[config.mk]
export PLATFORM = sky130hd
export DESIGN_NAME = object_pool_fifo_reuse
export DESIGN_NICKNAME = d
export VERILOG_FILES = /design/src/opf_pkg.sv /design/src/opf_ram.sv /design/src/object_pool_fifo_reuse.sv
export VERILOG_INCLUDE_DIRS = /design/src /design/src/src
export SDC_FILE = /design/constraint.sdc
export NUM_CORES = 2
export LEC_CHECK = 0
export BUFFER_PORTS_ARGS = -buffer_cell sky130_fd_sc_hd__clkbuf_2
export CAP_MARGIN = 10
export CORE_MARGIN = 8
export CORE_UTILIZATION = 68
export CTS_BUF_LIST = sky130_fd_sc_hd__clkbuf_4 sky130_fd_sc_hd__clkbuf_8 sky130_fd_sc_hd__clkbuf_16
export CTS_CLUSTER_DIAMETER = 120
export DETAILED_ROUTE_END_ITERATION = 7
export PLACE_DENSITY = 0.84
export REMOVE_ABC_BUFFERS = 1
export SLEW_MARGIN = 20
export SYNTH_ARGS = -nofsm -noshare
export SYNTH_HDL_FRONTEND = slang
export SYNTH_HIERARCHICAL = 1
export SYNTH_SLANG_ARGS = --single-unit
[constraint.sdc]
create_clock -name clk -period 9.19 [get_ports clk]
set_input_delay 0.4595 -clock clk [delete_from_list [all_inputs] [get_ports clk]]
set_output_delay 0.4595 -clock clk [all_outputs]
set_load 0.01 [all_outputs]
[src/assert_macros.svh]
// ----------------------------------------------------------------------------
// assert_macros.svh
// clocked assertion helpers used by the rtl
// ----------------------------------------------------------------------------
`ifndef ASSERT_MACROS_SVH
`define ASSERT_MACROS_SVH

// property checked on every rising edge, masked while in reset
`define ASSERT_CLK(label, prop, msg) \
  label: assert property (@(posedge clk) disable iff (rst) (prop)) else $error(msg);

// next-cycle implication, masked while in reset
`define ASSERT_NEXT(label, ante, cons, msg) \
  label: assert property (@(posedge clk) disable iff (rst) (ante) |=> (cons)) else $error(msg);

`endif

[src/opf_pkg.sv]
// ----------------------------------------------------------------------------
// opf_pkg
// types and constants of the object pool handle allocator
// ----------------------------------------------------------------------------
package opf_pkg;

  localparam int HANDLE_W      = 8;
  localparam int HANDLE_SLOTS  = 256;
  localparam int POOL_SIZE_DEF = 256;

  localparam logic [1:0] CMD_ALLOC = 2'd0;
  localparam logic [1:0] CMD_TRY   = 2'd1;
  localparam logic [1:0] CMD_FREE  = 2'd2;

  typedef enum logic [1:0] {
    ST_OK        = 2'd0,
    ST_EMPTY     = 2'd1,
    ST_INVALID   = 2'd2,
    ST_EXHAUSTED = 2'd3
  } status_t;

  typedef enum logic [1:0] {
    S_CLEAR,
    S_IDLE,
    S_POP,
    S_CHECK
  } state_t;

  typedef struct packed {
    logic [1:0]          command;
    logic [HANDLE_W-1:0] handle_in;
  } req_t;

  typedef struct packed {
    logic [HANDLE_W-1:0] handle_out;
    status_t             status;
  } rsp_t;

endpackage

[src/opf_ram.sv]
// ----------------------------------------------------------------------------
// opf_ram
// simple dual-port ram, one write port, one read port with registered data
// ----------------------------------------------------------------------------
module opf_ram #(
  parameter int WIDTH = 8,
  parameter int DEPTH = 256
) (
  input  logic                     clk,
  input  logic                     we,
  input  logic [$clog2(DEPTH)-1:0] waddr,
  input  logic [WIDTH-1:0]         wdata,
  input  logic [$clog2(DEPTH)-1:0] raddr,
  output logic [WIDTH-1:0]         rdata
);

  logic [WIDTH-1:0] mem [DEPTH];

  always_ff @(posedge clk) begin
    if (we) begin
      mem[waddr] <= wdata;
    end
    rdata <= mem[raddr];
  end

endmodule

[src/object_pool_fifo_reuse.sv]
// ----------------------------------------------------------------------------
// object_pool_fifo_reuse
// handle allocator with a fifo free list and an allocated bitmap
// ----------------------------------------------------------------------------
// After reset the bitmap is cleared one entry a cycle, min(POOL_SIZE, 256)
// entries, with req_ready low. A request is then taken whenever the block is
// idle and the response register is empty or being drained. A fresh grant,
// an exhausted pool, an empty try, a release out of range or into a full
// list, or an unknown command answers in the cycle after acceptance, and the
// next request can follow at once if that response is taken. A grant from
// the free list or a release first reads the free-list or bitmap ram, so
// it answers from S_POP or S_CHECK and blocks new requests until then.
module object_pool_fifo_reuse #(
  parameter int POOL_SIZE = opf_pkg::POOL_SIZE_DEF
) (
  input  logic          clk,
  input  logic          rst,
  input  logic          req_valid,
  output logic          req_ready,
  input  opf_pkg::req_t req,
  output logic          rsp_valid,
  input  logic          rsp_ready,
  output opf_pkg::rsp_t rsp
);
  import opf_pkg::*;

`include "assert_macros.svh"

  localparam int USABLE = (POOL_SIZE < HANDLE_SLOTS) ? POOL_SIZE : HANDLE_SLOTS;
  localparam int AW     = $clog2(USABLE);
  localparam int FW     = $clog2(HANDLE_SLOTS);
  localparam int CW     = FW + 1;

  state_t              state, state_next;
  logic [AW-1:0]       clr_addr, clr_addr_next;
  logic [FW-1:0]       head, head_next, tail, tail_next;
  logic [CW-1:0]       free_count, free_count_next;
  logic [CW-1:0]       fresh, fresh_next;
  logic [HANDLE_W-1:0] hq, hq_next;
  logic                rsp_load;
  rsp_t                rsp_next;

  logic                bm_we;
  logic [AW-1:0]       bm_waddr;
  logic [0:0]          bm_wdata, bm_rdata;
  logic                ff_we;
  logic [HANDLE_W-1:0] ff_rdata;

  logic acc, in_range;

  assign req_ready = (state == S_IDLE) && (!rsp_valid || rsp_ready);
  assign acc       = req_valid && req_ready;
  assign in_range  = {1'b0, req.handle_in} < CW'(USABLE);

  opf_ram #(.WIDTH(1), .DEPTH(USABLE)) u_bitmap (
    .clk   (clk),
    .we    (bm_we),
    .waddr (bm_waddr),
    .wdata (bm_wdata),
    .raddr (req.handle_in[AW-1:0]),
    .rdata (bm_rdata)
  );

  opf_ram #(.WIDTH(HANDLE_W), .DEPTH(HANDLE_SLOTS)) u_free_fifo (
    .clk   (clk),
    .we    (ff_we),
    .waddr (tail),
    .wdata (hq),
    .raddr (head),
    .rdata (ff_rdata)
  );

  always_comb begin
    state_next      = state;
    clr_addr_next   = clr_addr;
    head_next       = head;
    tail_next       = tail;
    free_count_next = free_count;
    fresh_next      = fresh;
    hq_next         = hq;
    rsp_load        = 1'b0;
    rsp_next        = '{handle_out: '0, status: ST_OK};
    bm_we           = 1'b0;
    bm_waddr        = clr_addr;
    bm_wdata        = 1'b0;
    ff_we           = 1'b0;
    case (state)
      S_CLEAR: begin
        bm_we         = 1'b1;
        clr_addr_next = clr_addr + AW'(1);
        if (clr_addr == AW'(USABLE - 1)) begin
          state_next = S_IDLE;
        end
      end
      S_IDLE: begin
        if (acc) begin
          case (req.command)
            CMD_ALLOC, CMD_TRY: begin
              if (free_count != '0) begin
                head_next       = head + FW'(1);
                free_count_next = free_count - CW'(1);
                state_next      = S_POP;
              end else if (req.command == CMD_TRY) begin
                rsp_load        = 1'b1;
                rsp_next.status = ST_EMPTY;
              end else if (fresh < CW'(USABLE)) begin
                bm_we               = 1'b1;
                bm_waddr            = fresh[AW-1:0];
                bm_wdata            = 1'b1;
                fresh_next          = fresh + CW'(1);
                rsp_load            = 1'b1;
                rsp_next.handle_out = fresh[HANDLE_W-1:0];
              end else begin
                rsp_load        = 1'b1;
                rsp_next.status = ST_EXHAUSTED;
              end
            end
            CMD_FREE: begin
              if (in_range && !free_count[CW-1]) begin
                hq_next    = req.handle_in;
                state_next = S_CHECK;
              end else begin
                rsp_load        = 1'b1;
                rsp_next.status = ST_INVALID;
              end
            end
            default: begin
              rsp_load        = 1'b1;
              rsp_next.status = ST_INVALID;
            end
          endcase
        end
      end
      S_POP: begin
        bm_we               = 1'b1;
        bm_waddr            = ff_rdata[AW-1:0];
        bm_wdata            = 1'b1;
        rsp_load            = 1'b1;
        rsp_next.handle_out = ff_rdata;
        state_next          = S_IDLE;
      end
      S_CHECK: begin
        rsp_load   = 1'b1;
        state_next = S_IDLE;
        if (bm_rdata[0]) begin
          bm_we           = 1'b1;
          bm_waddr        = hq[AW-1:0];
          ff_we           = 1'b1;
          tail_next       = tail + FW'(1);
          free_count_next = free_count + CW'(1);
        end else begin
          rsp_next.status = ST_INVALID;
        end
      end
      default: begin
        state_next = S_IDLE;
      end
    endcase
  end

  always_ff @(posedge clk) begin
    if (rst) begin
      state      <= S_CLEAR;
      clr_addr   <= '0;
      head       <= '0;
      tail       <= '0;
      free_count <= '0;
      fresh      <= '0;
      rsp_valid  <= 1'b0;
    end else begin
      state      <= state_next;
      clr_addr   <= clr_addr_next;
      head       <= head_next;
      tail       <= tail_next;
      free_count <= free_count_next;
      fresh      <= fresh_next;
      if (rsp_load) begin
        rsp_valid <= 1'b1;
      end else if (rsp_ready) begin
        rsp_valid <= 1'b0;
      end
    end
  end

  always_ff @(posedge clk) begin
    hq <= hq_next;
    if (rsp_load) begin
      rsp <= rsp_next;
    end
  end

  // ram read stages always end in a response beat
  `ASSERT_NEXT(a_pop_rsp, state == S_POP, rsp_valid && state == S_IDLE, "pop gave no beat")
  `ASSERT_NEXT(a_chk_rsp, state == S_CHECK, rsp_valid && state == S_IDLE, "release gave no beat")
  // list occupancy stays within the list depth and fresh handles within the pool
  `ASSERT_CLK(a_count, free_count <= CW'(HANDLE_SLOTS) && fresh <= CW'(USABLE), "count overflow")
  // an accepted request is followed by a response beat or a ram read stage
  `ASSERT_NEXT(a_accept, acc, rsp_valid || state == S_POP || state == S_CHECK, "request lost")

endmodule
# Yosys cells after proc, flatten, opt, wreduce, memory -nomap -nowiden
# Memory sizes are Yosys's and may differ from the RTL's. A register that Yosys moved wholly into a read port is not among the register bits.
# Index checks and enable logic that the tools add are counted.
dict set report classes {
  eq_ne 14
  n_mux 50
  bitwise_logic 3
  add_sub_neg 6
  order_cmp 1
  reduce_logical 18
}
# operator n
set ops {}
lappend ops {{$mux 8} 9}
lappend ops {{$mux 9} 4}
lappend ops {{$add 8x1->8 const B} 3}
lappend ops {{$pmux 8 s3} 1}
lappend ops {{$mux 10} 2}
lappend ops {{$add 9x1->9 const B} 2}
lappend ops {{$pmux 9 s2} 1}
lappend ops {{$mux 1} 16}
lappend ops {{$mux 2} 8}
lappend ops {{$pmux 8 s2} 1}
lappend ops {{$pmux 2 s2} 3}
lappend ops {{$reduce_and 5->1} 2}
lappend ops {{$lt 9x9->1 const B} 1}
lappend ops {{$reduce_bool 9->1} 1}
lappend ops {{$sub 9x1->9 const B} 1}
lappend ops {{$eq 8x8->1 const B} 1}
lappend ops {{$reduce_and 4->1} 2}
lappend ops {{$eq 2x2->1 const B} 3}
lappend ops {{$ne 2x1->1 const B} 3}
lappend ops {{$ne 3x3->1 const B} 2}
lappend ops {{$pmux 1 s2} 3}
lappend ops {{$pmux 2 s3} 1}
lappend ops {{$reduce_and 6->1} 1}
lappend ops {{$reduce_or 2->1} 3}
lappend ops {{other kinds (11)} 18}
dict set report word_totals {
  output_inout_bits 12
  regBits 63
  memories 2
  in_bits 14
  mem_bits_rw 2304
  wordCells 104
}
# name words width rd rd_ports_with_merged_regs write_ports line_no
set mem_list {}
lappend mem_list {u_free_fifo.mem 256 8 1 1 1 opf_ram.sv:17} ;# logic [WIDTH-1:0] mem [DEPTH];
lappend mem_list {u_bitmap.mem 256 1 1 1 1 opf_ram.sv:17}

# Depth between registers and ports, before layout
dict set report logic_depth {
  depth_word 9
  mapped_depth 13
}

# Hierarchy
# The synthesis kept the hierarchy.
# mod seq_area_each_um2 instances area_per_inst_um2 cells_per_inst
set modules_own_cells {}
lappend modules_own_cells {{opf_ram at u_free_fifo} 61659.1 1 79556.3 3733}
lappend modules_own_cells {{opf_ram at u_bitmap} 7707.4 1 11128.2 788}
lappend modules_own_cells {object_pool_fifo_reuse 1441.4 1 3368.2 382}

# Worst setup path after synthesis
# Ideal clock, no wire load.
dict set report synth_path {
  path_kind {flip-flop to flip-flop}
  startpoint {reg state[1]}
  endpoint {mem u_bitmap.mem[0], data pin}
  synth_period_minus_slack_ns 5.619
  slack_ns 3.571
  arrival_ns 4.769
  stages_incl_launch_ff 9
  path_buffers 2
  setup_ns 0.850
  path_cell_list {dfxtp_1 -> inv_1 -> ha_1 -> nand2_1 -> nor3_2 -> and3_2 -> buf_2 -> buf_4 -> o21a_1}
}
dict set report synth_between {
  elab_chain_cells 5
  word_cells_on_any_way 6
  classes_between {2 x eq/ne; 2 x mux; 2 x reduce/logical}
}
# item line_no
set synth_lines {}
lappend synth_lines {{from (decl)} object_pool_fifo_reuse.sv:34} ;# state_t state, state_next;
lappend synth_lines {{from (signal assigned)} object_pool_fifo_reuse.sv:171} ;# state <= state_next;
lappend synth_lines {{$eq 2x1->1} {object_pool_fifo_reuse.sv:51, object_pool_fifo_reuse.sv:87}}
lappend synth_lines {{$logic_and 1x1->1} object_pool_fifo_reuse.sv:51} ;# assign req_ready = (state == S_IDLE) && (!rsp_valid || rsp_ready);
lappend synth_lines {{$logic_and 1x1->1} object_pool_fifo_reuse.sv:52} ;# assign acc = req_valid && req_ready;
lappend synth_lines {{$mux 1} object_pool_fifo_reuse.sv:96} ;# if (acc) begin
lappend synth_lines {{$pmux 1 s2 (*)} object_pool_fifo_reuse.sv:87} ;# case (state)
lappend synth_lines {{via bm_wdata} object_pool_fifo_reuse.sv:45} ;# logic [0:0] bm_wdata, bm_rdata;
lappend synth_lines {{to (decl)} opf_ram.sv:17}
# Mark *: on every way through the listed nets, which the timed path passes. The rest lies on a longest branch.

==> results.ini <==
[run_status]
outcome=finished clean

[clock_network]
cts_max_level=4
cts-root-buf=clkbuf_16
numCtsBuffers=218
clkLatencyLatePin_ps=860
clockBufferDepth=3
post_cts_resized=0
cts_sinks=2376
cts_setup_buffers=0
cts_tree=yes
clkTransAtPathRegs_ps=70

[timing]
tightestPinTransition_ps=1180
tns_ps=0
whs_ps=68.1
max_freq_mhz=213
slew-limit-headroom_pct=21.1
rsz0062_at_grt=false
fin_worst_skew_ps=54.9
finalCritPeriodShare_pct=51.0
finalSetupViolations=0
finalMaxSlewViolations=0
period_needed_ps=4690
hold_viol=0
fin_ws_ps=4500

[drt]
ant_nets=0
via_per_inst=7.44
totalWireLength_mm=240
dr.pass1.iters=8
drc=0
wl_per_cell_um=34.7
vias=51333
drt_first_iter_violations=8390

[setup_path]
startpoint_type=flip-flop
cp_data_arrival_time_ps=5390
cp-end-kind=flip-flop
criticalPathCategory=flip-flop to flip-flop
rrSetupSlack_ps=4500
crit_path_top_delay_cell=dfxtp_4
max_stage_delay_ps=900
required_ps=9890
crit-reg2reg-launch=head[0]$_SDFFE_PP0P_
r2r-end=u_free_fifo/rdata[6]$_DFF_P_
worstPathMaxFanout=47
cp_cell_sequence=buf_4 > buf_4 > mux4_2 > a22oi_1 > a21oi_1 > nor4_1 > nor4_2
timing.critical_path.mode_cell=buf_4
r2r_cells=7

[die]
die_w_um=388
coreArea_um2=137000
io_pins=26
num_rows=136
design.die.area_um2=150000
start_util_pct=68.5
die_h_um=388

[final_layout]
fin_util_pct=74.8
layout_commonest_cell=edfxtp_1
layout.nets=4946
drive_gt1_share_pct=19.6
nFillCells=6803
final_cell_mix=2322 x edfxtp_1, 587 x nor2_1, 496 x mux4_2
final_cells=6904
postLayoutCellArea_um2=103000
syn_to_final_growth_pct=9.21

[yosys]
synth.avg_cell_area_um2=19.2
synth_seq_cells=2376
synth_flop_cell=edfxtp_1
syn-cell-area_um2=94100
ys_types=79
syn_inst=4903
synth_edf_count=2322
synthArstFlopShare_pct=0
yosysWarningCount=6
synth-seq-area-share_pct=75.3

[global_route]
grt_pass1_wl_mm=347
grt-ovfl-total=0
grt_pass1_vias=51284
grt_max_degree=258
antenna_found_initial=7
grtUsageTotal_pct=31.4

[min_path]
holdPathStages=3
worstHoldStart=req[9]
hp-class=primary input to flip-flop
holdPathEnd=state[0]$_SDFFE_PP0P_

[place]
hpwl_mm=129
placed_cell_area_um2=95400
place_inst=6483
globalplace.congestion=0.864
portBuffers=25
pre_cts_ws_ps=4640

[power]
vdd_drop_max_v=0.000213
finalPower_mw=21.0
power.density_nw_per_um2=205
p_leak_nw=30.8

[job]
cap_viol_max_count=0

## cells by family after synthesis
kind of cell    synth area share, %
compound gates                 3.84
xor+xnor                      0.242
fa+ha+maj                     0.234
buf+inv                        1.97
flops                          75.3
mux                            14.0
simple gates                   4.45
## cell usage after synthesis (all sizes together) (5+ instances only)
library cell / count / area share [%]
a2111oi: 7 / 0.074
a211oi: 21 / 0.17
a21boi: 10 / 0.080
a21oi: 123 / 0.65
a221o: 8 / 0.085
a221oi: 14 / 0.14
a22o: 14 / 0.13
a22oi: 141 / 1.1
a31oi: 10 / 0.067
and2: 9 / 0.060
and3: 8 / 0.055
buf: 148 / 1.3
clkbuf: 160 / 0.64
dfxtp: 54 / 1.1
edfxtp: 2322 / 74
ha: 16 / 0.21
inv: 11 / 0.044
mux2i: 188 / 2.0
mux4: 498 / 12
nand2: 109 / 0.44
nand2b: 15 / 0.10
nand3: 56 / 0.30
nand3b: 7 / 0.056
nand4: 22 / 0.15
nor2: 595 / 2.4
nor2b: 45 / 0.30
nor3: 34 / 0.19
nor4: 35 / 0.25
o211ai: 11 / 0.088
o21ai: 26 / 0.14
o221ai: 47 / 0.44
o22a: 5 / 0.047
o22ai: 52 / 0.35
o32ai: 5 / 0.055
or3: 5 / 0.033
xnor2: 11 / 0.10
xor2: 15 / 0.14
## routing by layer
metal | up-vias | part of all wire (%) | GRT usage [%]
met1 | 25860 | 33 | 40.8
met3 | 896 | 13 | 7.79
met4 | 0 | 6.0 | 16.3
met2 | 4575 | 48 | 50.1
li1 | 20002 | - | -
met5 | - | 0 | 0
## worst max-delay path by stage
| stage | from | depth (start not counted) | slack, ps | to |
|---|---|---|---|---|
| floorplan | head[0]$_SDFFE_PP0P_ | 6 | -16890 | u_free_fifo/rdata[1]$_DFF_P_ |
| global placement | head[0]$_SDFFE_PP0P_ | 6 | 4540 | u_free_fifo/rdata[2]$_DFF_P_ |
| detailed placement | head[0]$_SDFFE_PP0P_ | 7 | 4640 | u_free_fifo/rdata[6]$_DFF_P_ |
| CTS | head[0]$_SDFFE_PP0P_ | 7 | 4440 | u_free_fifo/rdata[6]$_DFF_P_ |
| global route | head[0]$_SDFFE_PP0P_ | 7 | 4230 | u_free_fifo/rdata[6]$_DFF_P_ |
| finish | head[0]$_SDFFE_PP0P_ | 7 | 4500 | u_free_fifo/rdata[6]$_DFF_P_ |
## registers in the layout, summed over array words and instances, names as in the netlist
name               cells
u_free_fifo/rdata      8
u_free_fifo/mem     2048
rsp_valid              1
u_bitmap/mem         256
u_bitmap/rdata         1
rsp                   10
head                   8
state                  2
fresh                  9
tail                   8
free_count             9
hq                     8
clr_addr               8
## worst max-delay path, delay by kind of cell, from the launching register on
family,cells,cell delay [ps]
buffers and inverters,2,1540
AND/OR/NAND/NOR,2,800
AO/OA/AOI/OAI,2,550
flip-flops,1,900
multiplexers,1,630
## final cells by class
cell class                      instances  area, µm²  share of cell area [%]
Clock inverter                        134       1220                    1.19
Antenna cell                           11       27.5                  0.0268
Sequential cell                      2376      70800                    69.0
Inverter                               12       45.0                  0.0439
Multi-Input combinational cell       2207      21500                    20.9
Timing Repair Buffer                  100        893                   0.870
Tap cell                             1794       2240                    2.19
Clock buffer                          270       5940                    5.79
## power breakdown
| part | switching [mW] | leakage, nW | total [mW] | internal (mW) |
|---|---|---|---|---|
| registers | 0.00646 | 21.6 | 11.7 | 11.7 |
| clock network | 3.97 | 3.58 | 9.07 | 5.10 |
| logic | 0.155 | 5.65 | 0.204 | 0.0482 |
| total | 4.13 | 30.8 | 21.0 | 16.9 |
## timing repair
| item | CTS | global route |
|---|---|---|
| setup endpoints to repair | 0 | 0 |
| hold buffers | 3 | 0 |
| endpoints found under the hold margin | 3 | 0 |
No activity file was read; power rests on OpenSTA's default activity.
